$ cat config.mk
export PLATFORM = sky130hd
export DESIGN_NAME = size_class_slot_allocator
export DESIGN_NICKNAME = d
export VERILOG_FILES = /design/src/hdl/scsa_pkg.sv /design/src/hdl/scsa_cfg_regs.sv /design/src/hdl/scsa_alloc_core.sv /design/src/hdl/scsa_free_count.sv /design/src/hdl/size_class_slot_allocator.sv
export SDC_FILE = /design/constraint.sdc
export NUM_CORES = 2
export LEC_CHECK = 0
export ABC_AREA = 1
export ABC_CLOCK_PERIOD_IN_PS = 21400
export BUFFER_PORTS_ARGS = -buffer_cell sky130_fd_sc_hd__buf_2
export CORE_MARGIN = 8
export CORE_UTILIZATION = 32
export DETAILED_ROUTE_END_ITERATION = 8
export MAX_ROUTING_LAYER = met4
export PLACE_DENSITY_LB_ADDON = 0.2
export SYNTH_ARGS = -nofsm -noshare
export SYNTH_HDL_FRONTEND = slang
export SYNTH_SLANG_ARGS = --single-unit
export TNS_END_PERCENT = 100
$ cat constraint.sdc
create_clock -name clk -period 21.4 [get_ports clk]
set_input_delay 4.28 -clock clk [delete_from_list [all_inputs] [get_ports clk]]
set_output_delay 4.28 -clock clk [all_outputs]
set_load 0.005 [all_outputs]
$ cat src/hdl/scsa_pkg.sv
// shared types, constants and register layout of the size class slot allocator
package scsa_pkg;

    localparam int CLASS_COUNT = 4;
    localparam int MAX_SLOTS   = 128;

    localparam int CLASS_W  = 2;
    localparam int SLOT_W   = 7;
    localparam int LIMIT_W  = 8;
    localparam int BYTES_W  = 16;
    localparam int REQ_W    = 32;
    localparam int CNT_W    = 32;
    localparam int STATUS_W = 3;

    localparam int APB_AW      = 5;
    localparam int APB_DW      = 32;
    localparam int REG_INDEX_W = 3;
    localparam int CFG_SEL_W   = $clog2(CLASS_COUNT);

    localparam logic [REG_INDEX_W-1:0] REG_SLOTS_BASE = 3'd4;

    localparam int IN_TDATA_W  = 48;
    localparam int OUT_TDATA_W = 120;

    localparam int GROUP_W     = 8;
    localparam int GROUPS      = MAX_SLOTS / GROUP_W;
    localparam int GROUP_CNT_W = $clog2(GROUP_W + 1);
    localparam int QUADS       = GROUPS / 4;
    localparam int QUAD_CNT_W  = GROUP_CNT_W + 2;

    typedef enum logic [STATUS_W-1:0] {
        ST_GRANTED    = 3'd0,
        ST_TOO_LARGE  = 3'd1,
        ST_EXHAUSTED  = 3'd2,
        ST_RELEASED   = 3'd3,
        ST_NOT_POOLED = 3'd4
    } status_t;

    localparam logic [CLASS_COUNT-1:0][BYTES_W-1:0] RESET_BYTES =
        {16'd16384, 16'd8192, 16'd4096, 16'd1024};
    localparam logic [CLASS_COUNT-1:0][LIMIT_W-1:0] RESET_SLOTS =
        {8'd10, 8'd25, 8'd50, 8'd100};

    typedef struct packed {
        logic [CLASS_COUNT-1:0][BYTES_W-1:0] bytes;
        logic [CLASS_COUNT-1:0][LIMIT_W-1:0] slots;
    } cfg_t;

    typedef struct packed {
        logic               op;
        logic [REQ_W-1:0]   bytes;
        logic [CLASS_W-1:0] cls;
        logic [SLOT_W-1:0]  slot;
    } item_t;

    typedef struct packed {
        status_t            status;
        logic [CLASS_W-1:0] cls;
        logic [SLOT_W-1:0]  slot;
        logic [CNT_W-1:0]   requests;
        logic [CNT_W-1:0]   hits;
        logic [CNT_W-1:0]   misses;
    } res_t;

endpackage

$ cat src/hdl/scsa_cfg_regs.sv
// apb register file holding the per-class byte sizes and slot counts
module scsa_cfg_regs
    import scsa_pkg::*;
(
    input  logic              clk,
    input  logic              rst_n,
    input  logic              psel,
    input  logic              penable,
    input  logic              pwrite,
    input  logic [APB_AW-1:0] paddr,
    input  logic [APB_DW-1:0] pwdata,
    output logic [APB_DW-1:0] prdata,
    output logic              pready,
    output cfg_t              cfg
);

    cfg_t                   cfg_reg;
    cfg_t                   cfg_next;
    logic [REG_INDEX_W-1:0] idx;
    logic [REG_INDEX_W-1:0] slot_idx;
    logic                   is_bytes;

    assign pready   = 1'b1;
    assign idx      = paddr[APB_AW-1:2];
    assign is_bytes = idx < REG_SLOTS_BASE;
    assign slot_idx = idx - REG_SLOTS_BASE;
    assign cfg      = cfg_reg;

    always_comb
    begin
        cfg_next = cfg_reg;
        if (psel && penable && pwrite && pready)
        begin
            if (is_bytes)
                cfg_next.bytes[idx[CFG_SEL_W-1:0]] = pwdata[BYTES_W-1:0];
            else
                cfg_next.slots[slot_idx[CFG_SEL_W-1:0]] = pwdata[LIMIT_W-1:0];
        end
    end

    always_comb
    begin
        if (is_bytes)
            prdata = APB_DW'(cfg_reg.bytes[idx[CFG_SEL_W-1:0]]);
        else
            prdata = APB_DW'(cfg_reg.slots[slot_idx[CFG_SEL_W-1:0]]);
    end

    always_ff @(posedge clk or negedge rst_n)
    begin
        if (!rst_n)
        begin
            cfg_reg.bytes <= RESET_BYTES;
            cfg_reg.slots <= RESET_SLOTS;
        end
        else
        begin
            cfg_reg <= cfg_next;
        end
    end

endmodule

$ cat src/hdl/scsa_alloc_core.sv
// class fit, first-free slot search, busy maps and per-class counters
module scsa_alloc_core
    import scsa_pkg::*;
(
    input  logic                 clk,
    input  logic                 rst_n,
    input  cfg_t                 cfg,
    input  logic                 in_valid,
    output logic                 in_ready,
    input  item_t                in_item,
    output logic                 out_valid,
    input  logic                 out_ready,
    output res_t                 out_res,
    output logic [MAX_SLOTS-1:0] out_free
);

    logic [MAX_SLOTS-1:0] busy_reg     [CLASS_COUNT];
    logic [MAX_SLOTS-1:0] busy_next    [CLASS_COUNT];
    logic [CNT_W-1:0]     req_cnt_reg  [CLASS_COUNT];
    logic [CNT_W-1:0]     req_cnt_next [CLASS_COUNT];
    logic [CNT_W-1:0]     hit_cnt_reg  [CLASS_COUNT];
    logic [CNT_W-1:0]     hit_cnt_next [CLASS_COUNT];
    logic [CNT_W-1:0]     miss_cnt_reg [CLASS_COUNT];
    logic [CNT_W-1:0]     miss_cnt_next[CLASS_COUNT];

    logic                 valid_reg;
    logic                 valid_next;
    res_t                 res_reg;
    res_t                 res_next;
    logic [MAX_SLOTS-1:0] free_reg;
    logic [MAX_SLOTS-1:0] free_next;

    logic                 accept;
    logic                 found;
    logic [CLASS_W-1:0]   alloc_cls;
    logic [CLASS_W-1:0]   cls;
    logic                 class_ok;
    logic [LIMIT_W-1:0]   lim;
    logic [MAX_SLOTS-1:0] mask;
    logic [MAX_SLOTS-1:0] word;
    logic [MAX_SLOTS-1:0] word_new;
    logic [MAX_SLOTS-1:0] avail;
    logic                 any_free;
    logic [SLOT_W-1:0]    pos;

    assign in_ready  = !valid_reg || out_ready;
    assign accept    = in_valid && in_ready;
    assign out_valid = valid_reg;
    assign out_res   = res_reg;
    assign out_free  = free_reg;

    // first class from zero upward whose buffer fits
    always_comb
    begin
        found     = 1'b0;
        alloc_cls = '0;
        for (int c = CLASS_COUNT - 1; c >= 0; c--)
        begin
            if (REQ_W'(cfg.bytes[c]) >= in_item.bytes)
            begin
                found     = 1'b1;
                alloc_cls = CLASS_W'(c);
            end
        end
    end

    assign cls      = in_item.op ? in_item.cls : alloc_cls;
    assign class_ok = !in_item.op || (int'(in_item.cls) < CLASS_COUNT);
    assign lim      = (cfg.slots[cls] > LIMIT_W'(MAX_SLOTS)) ? LIMIT_W'(MAX_SLOTS)
                                                             : cfg.slots[cls];
    assign word     = busy_reg[cls];

    always_comb
    begin
        for (int i = 0; i < MAX_SLOTS; i++)
            mask[i] = LIMIT_W'(i) < lim;
    end

    assign avail    = ~word & mask;
    assign any_free = |avail;

    // lowest free slot
    always_comb
    begin
        pos = '0;
        for (int i = MAX_SLOTS - 1; i >= 0; i--)
        begin
            if (avail[i])
                pos = SLOT_W'(i);
        end
    end

    always_comb
    begin
        busy_next     = busy_reg;
        req_cnt_next  = req_cnt_reg;
        hit_cnt_next  = hit_cnt_reg;
        miss_cnt_next = miss_cnt_reg;
        res_next      = res_reg;
        free_next     = free_reg;
        word_new      = word;
        valid_next    = accept ? 1'b1 : (out_ready ? 1'b0 : valid_reg);

        if (accept)
        begin
            res_next.cls  = cls;
            res_next.slot = '0;
            if (!in_item.op)
            begin
                if (found)
                begin
                    req_cnt_next[cls] = req_cnt_reg[cls] + CNT_W'(1);
                    if (any_free)
                    begin
                        word_new[pos]     = 1'b1;
                        hit_cnt_next[cls] = hit_cnt_reg[cls] + CNT_W'(1);
                        res_next.status   = ST_GRANTED;
                        res_next.slot     = pos;
                    end
                    else
                    begin
                        miss_cnt_next[cls] = miss_cnt_reg[cls] + CNT_W'(1);
                        res_next.status    = ST_EXHAUSTED;
                    end
                end
                else
                begin
                    res_next.status = ST_TOO_LARGE;
                    res_next.cls    = '0;
                end
            end
            else if (class_ok && mask[in_item.slot] && word[in_item.slot])
            begin
                word_new[in_item.slot] = 1'b0;
                res_next.status        = ST_RELEASED;
                res_next.slot          = in_item.slot;
            end
            else
            begin
                res_next.status = ST_NOT_POOLED;
            end

            busy_next[cls] = word_new;

            // too large or a class that does not exist reports zero stats
            if ((!in_item.op && !found) || !class_ok)
            begin
                res_next.requests = '0;
                res_next.hits     = '0;
                res_next.misses   = '0;
                free_next         = '0;
            end
            else
            begin
                res_next.requests = req_cnt_next[cls];
                res_next.hits     = hit_cnt_next[cls];
                res_next.misses   = miss_cnt_next[cls];
                free_next         = ~word_new & mask;
            end
        end
    end

    always_ff @(posedge clk or negedge rst_n)
    begin
        if (!rst_n)
        begin
            valid_reg <= 1'b0;
            for (int c = 0; c < CLASS_COUNT; c++)
            begin
                busy_reg[c]     <= '0;
                req_cnt_reg[c]  <= '0;
                hit_cnt_reg[c]  <= '0;
                miss_cnt_reg[c] <= '0;
            end
        end
        else
        begin
            valid_reg    <= valid_next;
            busy_reg     <= busy_next;
            req_cnt_reg  <= req_cnt_next;
            hit_cnt_reg  <= hit_cnt_next;
            miss_cnt_reg <= miss_cnt_next;
        end
    end

    always_ff @(posedge clk)
    begin
        res_reg  <= res_next;
        free_reg <= free_next;
    end

endmodule

$ cat src/hdl/scsa_free_count.sv
// two-stage population count of the free-slot vector, ending in the output register
module scsa_free_count
    import scsa_pkg::*;
(
    input  logic                 clk,
    input  logic                 rst_n,
    input  logic                 in_valid,
    output logic                 in_ready,
    input  res_t                 in_res,
    input  logic [MAX_SLOTS-1:0] in_free,
    output logic                 out_valid,
    input  logic                 out_ready,
    output res_t                 out_res,
    output logic [LIMIT_W-1:0]   out_free_count
);

    logic                                valid_b_reg;
    logic                                valid_b_next;
    res_t                                res_b_reg;
    logic [GROUPS-1:0][GROUP_CNT_W-1:0]  grp_b_reg;
    logic [GROUPS-1:0][GROUP_CNT_W-1:0]  grp_b_next;

    logic                                valid_c_reg;
    logic                                valid_c_next;
    res_t                                res_c_reg;
    logic [LIMIT_W-1:0]                  count_c_reg;
    logic [LIMIT_W-1:0]                  count_c_next;

    logic [QUADS-1:0][QUAD_CNT_W-1:0]    quad;
    logic                                ready_b;
    logic                                ready_c;
    logic                                load_b;
    logic                                load_c;

    assign ready_c  = !valid_c_reg || out_ready;
    assign ready_b  = !valid_b_reg || ready_c;
    assign in_ready = ready_b;
    assign load_b   = in_valid && ready_b;
    assign load_c   = valid_b_reg && ready_c;

    assign out_valid      = valid_c_reg;
    assign out_res        = res_c_reg;
    assign out_free_count = count_c_reg;

    // per-group bit counts
    always_comb
    begin
        for (int g = 0; g < GROUPS; g++)
        begin
            grp_b_next[g] = '0;
            for (int b = 0; b < GROUP_W; b++)
                grp_b_next[g] = grp_b_next[g] + GROUP_CNT_W'(in_free[g * GROUP_W + b]);
        end
    end

    // groups summed in fours, then the fours summed
    always_comb
    begin
        for (int q = 0; q < QUADS; q++)
        begin
            quad[q] = '0;
            for (int k = 0; k < 4; k++)
                quad[q] = quad[q] + QUAD_CNT_W'(grp_b_reg[q * 4 + k]);
        end
        count_c_next = '0;
        for (int q = 0; q < QUADS; q++)
            count_c_next = count_c_next + LIMIT_W'(quad[q]);
    end

    assign valid_b_next = load_b ? 1'b1 : (ready_c ? 1'b0 : valid_b_reg);
    assign valid_c_next = load_c ? 1'b1 : (out_ready ? 1'b0 : valid_c_reg);

    always_ff @(posedge clk or negedge rst_n)
    begin
        if (!rst_n)
        begin
            valid_b_reg <= 1'b0;
            valid_c_reg <= 1'b0;
        end
        else
        begin
            valid_b_reg <= valid_b_next;
            valid_c_reg <= valid_c_next;
        end
    end

    always_ff @(posedge clk)
    begin
        if (load_b)
        begin
            res_b_reg <= in_res;
            grp_b_reg <= grp_b_next;
        end
        if (load_c)
        begin
            res_c_reg   <= res_b_reg;
            count_c_reg <= count_c_next;
        end
    end

endmodule

$ cat src/hdl/size_class_slot_allocator.sv
// Size class slot allocator: four classes, each with a configured buffer size and
// slot count (APB registers at byte addresses 0x00-0x0c for sizes, 0x10-0x1c for
// slot counts). An allocate beat picks the first class that fits and grants its
// lowest free slot; a release beat frees a named busy slot. One input beat is
// taken every clock cycle while the output keeps up. The class compare, the
// first-free search over the 128-bit busy map and the counter update settle in
// the accept cycle, and two further register stages form the population count
// that yields the free-slot figure. Up to three beats are held inside, so the
// input stalls once three results wait on a stalled output. Busy maps and
// counters live in flip-flops cleared directly by reset, so the block is usable
// right after reset.
module size_class_slot_allocator
    import scsa_pkg::*;
(
    input  logic                   clk,
    input  logic                   rst_n,
    input  logic                   s_tvalid,
    output logic                   s_tready,
    // request_bytes[31:0], release_class[33:32], release_slot[40:34], zero fill
    input  logic [IN_TDATA_W-1:0]  s_tdata,
    // operation[0]
    input  logic                   s_tuser,
    output logic                   m_tvalid,
    input  logic                   m_tready,
    // result_class[1:0], result_slot[8:2], free_slots[16:9],
    // class_requests[48:17], class_hits[80:49], class_misses[112:81], zero fill
    output logic [OUT_TDATA_W-1:0] m_tdata,
    // status[2:0]
    output logic [STATUS_W-1:0]    m_tuser,
    input  logic                   psel,
    input  logic                   penable,
    input  logic                   pwrite,
    input  logic [APB_AW-1:0]      paddr,
    input  logic [APB_DW-1:0]      pwdata,
    output logic [APB_DW-1:0]      prdata,
    output logic                   pready
);

    cfg_t                 cfg;
    item_t                item;
    logic                 core_valid;
    logic                 core_ready;
    res_t                 core_res;
    logic [MAX_SLOTS-1:0] core_free;
    res_t                 fc_res;
    logic [LIMIT_W-1:0]   fc_count;

    assign item.op    = s_tuser;
    assign item.bytes = s_tdata[31:0];
    assign item.cls   = s_tdata[33:32];
    assign item.slot  = s_tdata[40:34];

    scsa_cfg_regs u_cfg (
        .clk     (clk),
        .rst_n   (rst_n),
        .psel    (psel),
        .penable (penable),
        .pwrite  (pwrite),
        .paddr   (paddr),
        .pwdata  (pwdata),
        .prdata  (prdata),
        .pready  (pready),
        .cfg     (cfg)
    );

    scsa_alloc_core u_core (
        .clk       (clk),
        .rst_n     (rst_n),
        .cfg       (cfg),
        .in_valid  (s_tvalid),
        .in_ready  (s_tready),
        .in_item   (item),
        .out_valid (core_valid),
        .out_ready (core_ready),
        .out_res   (core_res),
        .out_free  (core_free)
    );

    scsa_free_count u_count (
        .clk            (clk),
        .rst_n          (rst_n),
        .in_valid       (core_valid),
        .in_ready       (core_ready),
        .in_res         (core_res),
        .in_free        (core_free),
        .out_valid      (m_tvalid),
        .out_ready      (m_tready),
        .out_res        (fc_res),
        .out_free_count (fc_count)
    );

    assign m_tuser = fc_res.status;
    assign m_tdata = {7'b0, fc_res.misses, fc_res.hits, fc_res.requests,
                      fc_count, fc_res.slot, fc_res.cls};

`ifndef ASSERT_OFF
    // a granted slot must no longer show as free
    a_grant_busy: assert property (@(posedge clk) disable iff (!rst_n)
        core_valid && core_res.status == ST_GRANTED |-> !core_free[core_res.slot])
        else $error("granted slot still marked free");

    // a released slot must show as free
    a_release_free: assert property (@(posedge clk) disable iff (!rst_n)
        core_valid && core_res.status == ST_RELEASED |-> core_free[core_res.slot])
        else $error("released slot still marked busy");

    // input stalls only when the output side holds back
    a_stall_source: assert property (@(posedge clk) disable iff (!rst_n)
        !s_tready |-> m_tvalid && !m_tready)
        else $error("input stalled without output backpressure");

    // too large results carry no class, slot or statistics
    a_too_large_zero: assert property (@(posedge clk) disable iff (!rst_n)
        m_tvalid && m_tuser == ST_TOO_LARGE |-> m_tdata == '0)
        else $error("too large result carries nonzero fields");
`endif

endmodule
==> Word level (Yosys, flattened, before mapping) <==
Cells that the tools add are included.
{ "op_classes": {"n_bitwise": 9, "addsub": 131, "order_cmp": 145, "n_mux": 220, "n_div": 0, "shift": 0, "n_reduce_logical": 26, "multipliers": 0, "eq_ne": 0} }
{ "op_table": {"columns": ["op", "n"], "rows": [
  ["128-bit 2-to-1 mux", 19],
  ["7-bit 2-to-1 mux", 132],
  ["512-bit bitwise mux", 1],
  ["7-bit by 8-bit < comparator with 1-bit output, first input constant", 64],
  ["32-bit 2-to-1 mux", 13],
  ["4-bit by 1-bit adder with 4-bit output", 96],
  ["128-bit bitwise AND", 3],
  ["32-bit binary-select mux with 2-bit select", 6],
  ["128-bit bitwise mux", 3],
  ["128-bit NOT", 3],
  ["128-bit binary-select mux with 2-bit select", 1],
  ["128-bit demux with 2-bit select", 1],
  ["6-bit by 8-bit < comparator with 1-bit output, first input constant", 32],
  ["16-bit by 32-bit greater-or-equal comparator with 1-bit output", 4],
  ["5-bit by 8-bit < comparator with 1-bit output, first input constant", 16],
  ["128-bit bitwise OR", 1],
  ["128-bit OR reduction", 1],
  ["32-bit by 1-bit adder with 32-bit output, second input constant", 3],
  ["64-bit bitwise mux", 1],
  ["32-bit demux with 2-bit select", 1],
  ["4-bit by 8-bit < comparator with 1-bit output, first input constant", 8],
  ["6-bit by 4-bit adder with 6-bit output", 8],
  ["16-bit 2-to-1 mux", 3],
  ["1-bit by 1-bit adder with 2-bit output", 16],
  ["other kinds (33)", 95]
]} }
{ "totals": {"latchBits": 0, "output_inout_bits": 158, "reg_bits": 1519, "memories": 0, "inputBits": 93, "elab_cells": 594, "ramBits": 0, "romBits": 0} }

==> Depth between registers and ports, before layout <==
{ "depth": {"word_depth": 151, "mapped_depth": 158, "mapped_depth_nobuf": 155} }

==> Cells and area by module <==
From an unflattened synthesis, not the netlist that was laid out.
{ "hier_totals": {"hier_cells": 9696, "hier_area_um2": 81684.6} }
{ "modules_own_cells": {"columns": ["mod", "instances", "seq_area_each_um2", "area_per_inst_um2", "cells_each"], "rows": [
  ["scsa_alloc_core", 1, 29533.3, 63442.1, 8280],
  ["scsa_free_count", 1, 8698.3, 13222.7, 805],
  ["scsa_cfg_regs", 1, 2421.1, 4963.5, 603],
  ["size_class_slot_allocator", 1, 0.0, 56.3, 8]
]} }

==> Worst setup path after synthesis <==
Ideal clock, no wire load.
{ "synth_timing": {"path_type": "input to register", "start": "input s_tdata[15]", "end": "register u_core.res_reg (netlist bit u_core.out_res[62]), data pin", "arrival_ns": 12.591, "slack_ns": 8.555, "t_required_ns": 21.146, "n_path_buf": 15, "cell_stages": 52, "cell_sequence": "inv_1 > ha_1 > nand2_1 > inv_2 > nand2_1 > nor2_1 > nand2_1 > nand3_1 > a21o_1 > o21a_1 > nand2_1 > nand2_1 > buf_2 > nand2_2 > inv_2 > buf_2 > buf_1 > clkbuf_1 > (+16 left out) > inv_1 > nor3_1 > nand4_1 > nor2_1 > nand4_1 > nor3_1 > nand4_1 > nor4_1 > nand4_1 > nor2_1 > nand2_1 > nor3_1 > xor2_1 > inv_1 > nand2_1 > o21ai_0 > o22ai_1 > o21a_1"} }
{ "synth_between": {"elab_chain_cells": 20, "elab_cells_between_ends": 171, "cone_classes": "1 x add/sub; 135 x order compare; 28 x mux; 3 x bitwise; 4 x reduce/logical"} }
{ "synth_lines": {"columns": ["element", "line_no", "rtl"], "rows": [
  ["from (decl)", "size_class_slot_allocator.sv:20", "input logic [IN_TDATA_W-1:0] s_tdata,"],
  ["16-bit by 32-bit greater-or-equal comparator with 1-bit output", "scsa_alloc_core.sv:59", "if (REQ_W'(cfg.bytes[c]) >= in_item.bytes)"],
  ["2-bit 2-to-1 mux (4 in a row)", "scsa_alloc_core.sv:59", null],
  ["2-bit 2-to-1 mux", "scsa_alloc_core.sv:67", "assign cls = in_item.op ? in_item.cls : alloc_cls;"],
  ["8-bit binary-select mux with 2-bit select or 2-bit NOT with 3-bit output (tied branches)", null, null],
  ["8-bit 2-to-1 mux (not written as such) or 128-bit binary-select mux with 2-bit select (tied branches)", "scsa_alloc_core.sv:69, scsa_alloc_core.sv:70, scsa_alloc_core.sv:71", null],
  ["8-bit > comparator or 128-bit 2-to-1 mux (tied branches)", "scsa_alloc_core.sv:69, scsa_alloc_core.sv:71", null],
  ["8-bit 2-to-1 mux or 128-bit 2-to-1 mux (tied branches)", "scsa_alloc_core.sv:69, scsa_alloc_core.sv:71", null],
  ["1-bit by 8-bit < comparator with 1-bit output (tied with other cells)", "scsa_alloc_core.sv:76", "mask[i] = LIMIT_W'(i) < lim;"],
  ["128-bit bitwise AND", "scsa_alloc_core.sv:79", "assign avail = ~word & mask;"],
  ["128-bit OR reduction", "scsa_alloc_core.sv:80", "assign any_free = |avail;"],
  ["128-bit 2-to-1 mux", "scsa_alloc_core.sv:113", "if (any_free)"],
  ["128-bit 2-to-1 mux", "scsa_alloc_core.sv:110", "if (found)"],
  ["128-bit 2-to-1 mux", "scsa_alloc_core.sv:108", "if (!in_item.op)"],
  ["128-bit 2-to-1 mux", "scsa_alloc_core.sv:104", "if (accept)"],
  ["32-bit binary-select mux with 2-bit select", "scsa_alloc_core.sv:156", "res_next.hits = hit_cnt_next[cls];"],
  ["32-bit 2-to-1 mux (not written as such) (2 in a row)", "scsa_alloc_core.sv:156", null],
  ["to (signal assigned)", "scsa_alloc_core.sv:188", "res_reg <= res_next;"],
  ["to (decl)", "scsa_alloc_core.sv:28", "res_t res_reg;"]
]} }
Parallel ways exist; a longest one is shown, timed or not. The select of a mux whose other input is x is not followed.
A chain may end at the register's enable or synchronous reset.

==> Final worst setup path <==
{ "layout_timing": {"start": "input s_tdata[15]", "end": "register u_core.free_reg[60], in the netlist u_core.out_free[60], data pin"} }
{ "layout_between": {"elab_chain_cells": 151, "elab_cells_between_ends": 301, "cone_classes": "135 x order compare; 154 x mux; 7 x bitwise; 5 x reduce/logical"} }
{ "layout_lines": {"columns": ["element", "line_no", "rtl"], "rows": [
  ["16-bit by 32-bit greater-or-equal comparator with 1-bit output", "scsa_alloc_core.sv:59", null],
  ["2-bit 2-to-1 mux (4 in a row)", "scsa_alloc_core.sv:59", null],
  ["2-bit 2-to-1 mux", "scsa_alloc_core.sv:67", null],
  ["8-bit binary-select mux with 2-bit select or 2-bit NOT with 3-bit output (tied branches)", "scsa_alloc_core.sv:69, scsa_alloc_core.sv:70, scsa_alloc_core.sv:71", null],
  ["8-bit 2-to-1 mux (not written as such) or 128-bit binary-select mux with 2-bit select (tied branches)", "scsa_alloc_core.sv:69, scsa_alloc_core.sv:70, scsa_alloc_core.sv:71", null],
  ["8-bit > comparator or 128-bit 2-to-1 mux (tied branches)", "scsa_alloc_core.sv:69, scsa_alloc_core.sv:71", null],
  ["8-bit 2-to-1 mux or 128-bit 2-to-1 mux (tied branches)", "scsa_alloc_core.sv:69, scsa_alloc_core.sv:71", null],
  ["7-bit by 8-bit < comparator with 1-bit output or 128-bit NOT (tied branches)", "scsa_alloc_core.sv:76, scsa_alloc_core.sv:79", null],
  ["(+132 left out)", null, null],
  ["1-bit demux with 7-bit select", null, null],
  ["128-bit bitwise OR (no line)", null, null],
  ["128-bit 2-to-1 mux", "scsa_alloc_core.sv:113", null],
  ["128-bit 2-to-1 mux", "scsa_alloc_core.sv:110", null],
  ["128-bit 2-to-1 mux", "scsa_alloc_core.sv:108", null],
  ["128-bit 2-to-1 mux", "scsa_alloc_core.sv:104", null],
  ["128-bit NOT", "scsa_alloc_core.sv:158", "free_next = ~word_new & mask;"],
  ["128-bit bitwise AND", "scsa_alloc_core.sv:158", null],
  ["to (signal assigned)", "scsa_alloc_core.sv:189", "free_reg <= free_next;"],
  ["to (decl)", "scsa_alloc_core.sv:30", "logic [MAX_SLOTS-1:0] free_reg;"]
]} }
Parallel ways exist; a longest one is shown, timed or not. The select of a mux whose other input is x is not followed.

==> summary.md <==
| Metric | Value |
|---|---|
| Status | completed |
| Post-synth ARST share | 65.5% |
| Total gr overflow | 0 |
| Main combinational cell family by area after synthesis | simple AND/OR/NAND/NOR gates |
| Worst hold path startpoint | u_core.out_res[39] |
| 1st-pass router iterations | 8 |
| Tmin final | 17.81 ns |
| Finished Layout Cells | 13.5k |
| Post-Place Setup Slack | 3.22 ns |
| Most Frequent Cell on Critical Path | nand2_1 |
| RR Endpoint | u_core.out_free[60] |
| Clock Latency Late Sink | 0.87 ns |
| Final ANT Viol Nets | 0 |
| Synth Area in Adders | 4.73% |
| CP endpoint kind | flip-flop |
| Sink Count | 1519 |
| Vias in the first global route | 71.6k |
| Worst-Margin Slew | 1.33 ns |
| Slowest CP cell | nand2_8 |
| Max reg flops | 512 |
| Mux cell area share after synthesis | 0.0742% |
| Post-synth EDFFs | 524 |
| Post-synthesis sequential area ratio | 49.2% |
| Final-report hold violation count | 0 |
| Wire per inst | 23.0 µm |
| Hold buffer count at CTS | 0 |
| WS Path Type | input pin to flip-flop |
| Register area | 0.0407 mm² |
| Gp weighted congestion | 0.962 |
| Crit path required time | 21.95 ns |
| Final period util | 83.2% |
| Clk buf depth | 3 |
| Port buffer count | 201 |
| Worst hold slack | 0.399 ns |
| Top cell family by delay on the critical path | simple AND/OR/NAND/NOR gates |
| Post-cts resize count | 0 |
| Max FO, Critical Path | 64 |
| Leakage | 41.8 nW |
| Post-synthesis compound-gate area fraction | 15.0% |
| CP Buf/Inv Count | 4 |
| Die area | 0.275 mm² |
| R2R cell count | 142 |
| Hold crit path type | flip-flop to flip-flop |
| Top post-synthesis cells by area | dfrtp_1, edfxtp_1, nand2_1 |
| Clk_skew | 0.0775 ns |
| Detailed Place HPWL | 198000 µm |
| Area of the multi-input gates | 0.0359 mm² |
| Area growth, synth to finish | 13.0% |
| Final instance area | 0.0934 mm² |
| Hold-critical path depth | 0 |
| Critical Path Source Type | input pin |
| Core area | 0.257 mm² |
| H-tree depth | 4 |
| Largest net degree at the start of global routing | 252 |
| Arrival time worst endpoint | 18.36 ns |
| Clock transition at path regs | 0.06 ns |
| Placed Area | 0.0871 mm² |
| Worst r2r src | u_cfg.cfg[47] |
| Via count | 73.7k |
| Commonest non-fill, non-tap cell in the layout | nand2_1 |
| Ports | 251 |
| CTS root buf | clkbuf_16 |
| Mapped Cells | 10.0k |
| Setup WS post-layout | 3.59 ns |
| Share of cells above drive strength 1 | 8.26% |
| Post-synthesis simple-gate area fraction | 22.0% |
| Setup bufs post-CTS | 0 |
| CTS tree | built |
| Fin util | 36.4% |
| CP Depth | 144 |
| Cell total after placement | 13.2k |
| RSZ-0062 raised after global routing | no |
| Post-DR vias/cell | 5.44 |
| Synth unique cells | 70 |
| Fillers | 26.4k |
| Synth top area share | 29.7% |
| Drt total wl | 311000 µm |
| Most area-hungry cell type in the Yosys netlist | dfrtp_1 |
| Mean Syn Cell Area | 8.26 µm² |
| Row cnt | 186 |
| Main synth FF type | dfrtp_1 |
| Num CTS Buffers | 177 |
| Commonest cells after routing, fill and taps aside | nand2_1, inv_1, dfrtp_1 |
| Final net count | 10.3k |
| Yosys warnings | 0 |
| GRT Total Usage | 22.6% |
| Fmax | 0.0562 GHz |
| Final setup viols | 0 |
| Slew Limit Fails | 0 |
| Initial Utilization | 32.2% |
| Die Ht | 524 µm |
| Cell Pwr Density | 140 mW/mm² |
| Netlist Area Pre-Place | 0.0826 mm² |
| Detailed Route Iter0 Violations | 8550 |
| TNS Setup | 0 ns |
| Total Power | 13.1 mW |
| Largest stage delay, worst path | 0.68 ns |
| DRC errors left | 0 |
| Die width | 524 µm |
| Post-synthesis xor/xnor area fraction | 1.24% |
| Wire length of the first global-routing pass | 462000 µm |
| Max-capacitance violation count | 0 |
| Hold endpoint | u_count.res_b_reg[39] |
| R2r setup slk | 6.81 ns |
| Worst relative slew slack | 10.3% |
| Seq cells post-synth | 1519 |
| Worst vdd ir | 635 µV |
| Antenna violations before repair | 16 |
==> worst reg2reg max path, delay by kind of cell, from the launching register on <==
family | cells | cell delay [ns]
DFF | 1 | 0.40
buffers and inverters | 2 | 0.59
and+or+nand+nor | 137 | 12.53
adders and majority gates | 1 | 0.32
AOI/OAI and AO/OA | 2 | 0.46
==> per-layer routing <==
| layer | part of all wire (%) | GRT usage (%) |
|---|---|---|
| met3 | 8.6 | 3.85 |
| met1 | 43 | 30.0 |
| met5 | 0 | - |
| met4 | 4.3 | 8.80 |
| met2 | 44 | 34.5 |
==> kinds of logic after synthesis <==
family,Yosys count
muxes,6
and+or+nand+nor,4408
adders and majority gates,255
buffers and inverters,1641
xor gates and xnor gates,117
other,2
AOI/OAI and AO/OA,2057
DFF,1519
==> worst max-delay path by stage <==
stage	from	endpoint	slack, ns
6_report	s_tdata[15]	u_core.out_free[60]	3.59
5_1_grt	s_tdata[15]	u_core.out_free[14]	2.55
4_1_cts	s_tdata[15]	u_core.out_free[14]	4.07
3_5_place_dp	s_tdata[14]	u_core.out_free[60]	3.22
3_3_place_gp	s_tdata[15]	u_core.out_free[14]	2.87
2_1_floorplan	s_tdata[15]	u_core.out_res[62]	8.55
==> synthesized netlist by cell type, types with 4 or more instances <==
cell type	n
nand4_2	10
nor4_1	17
a21o_1	6
o22ai_1	262
ha_1	159
inv_1	1048
o211ai_1	7
nor2_4	6
nand3_1	695
o21bai_1	12
buf_1	60
dfrtp_1	980
a31oi_1	12
inv_2	20
xnor2_1	49
buf_4	26
o41ai_1	14
fa_1	96
clkbuf_1	452
a221oi_1	8
a211oi_1	4
nor2_2	7
xor2_1	68
or2_2	12
buf_6	12
dfstp_2	15
nand4_1	86
a41oi_1	8
o221ai_1	159
a22oi_1	299
nand2_2	71
nor3_1	55
nand2_1	3066
edfxtp_1	524
buf_2	8
o2111ai_1	5
o21a_1	47
clkinv_1	11
o21ai_0	917
o21ai_1	14
mux2i_1	5
a21oi_1	260
nor2_1	366
o311ai_0	4
==> where the power goes <==
part           leakage, nW  switching, mW  total (mW)  internal, mW
Combinational         19.9           3.90        5.79          1.89
Clock                 3.03           1.35        3.26          1.91
Sequential            18.8          0.229        4.00          3.78
Total                 41.8           5.48        13.1          7.58
==> final cells by class <==
class,count,area share [%]
Sequential cell,1519,43.5
Timing Repair Buffer,352,2.41
Clock buffer,230,5.20
Multi-Input combinational cell,6867,38.4
Clock inverter,105,1.52
Inverter,1081,4.41
Antenna cell,7,0.0188
Tap cell,3384,4.53
Note: power is estimated with default switching activity, not from simulation.
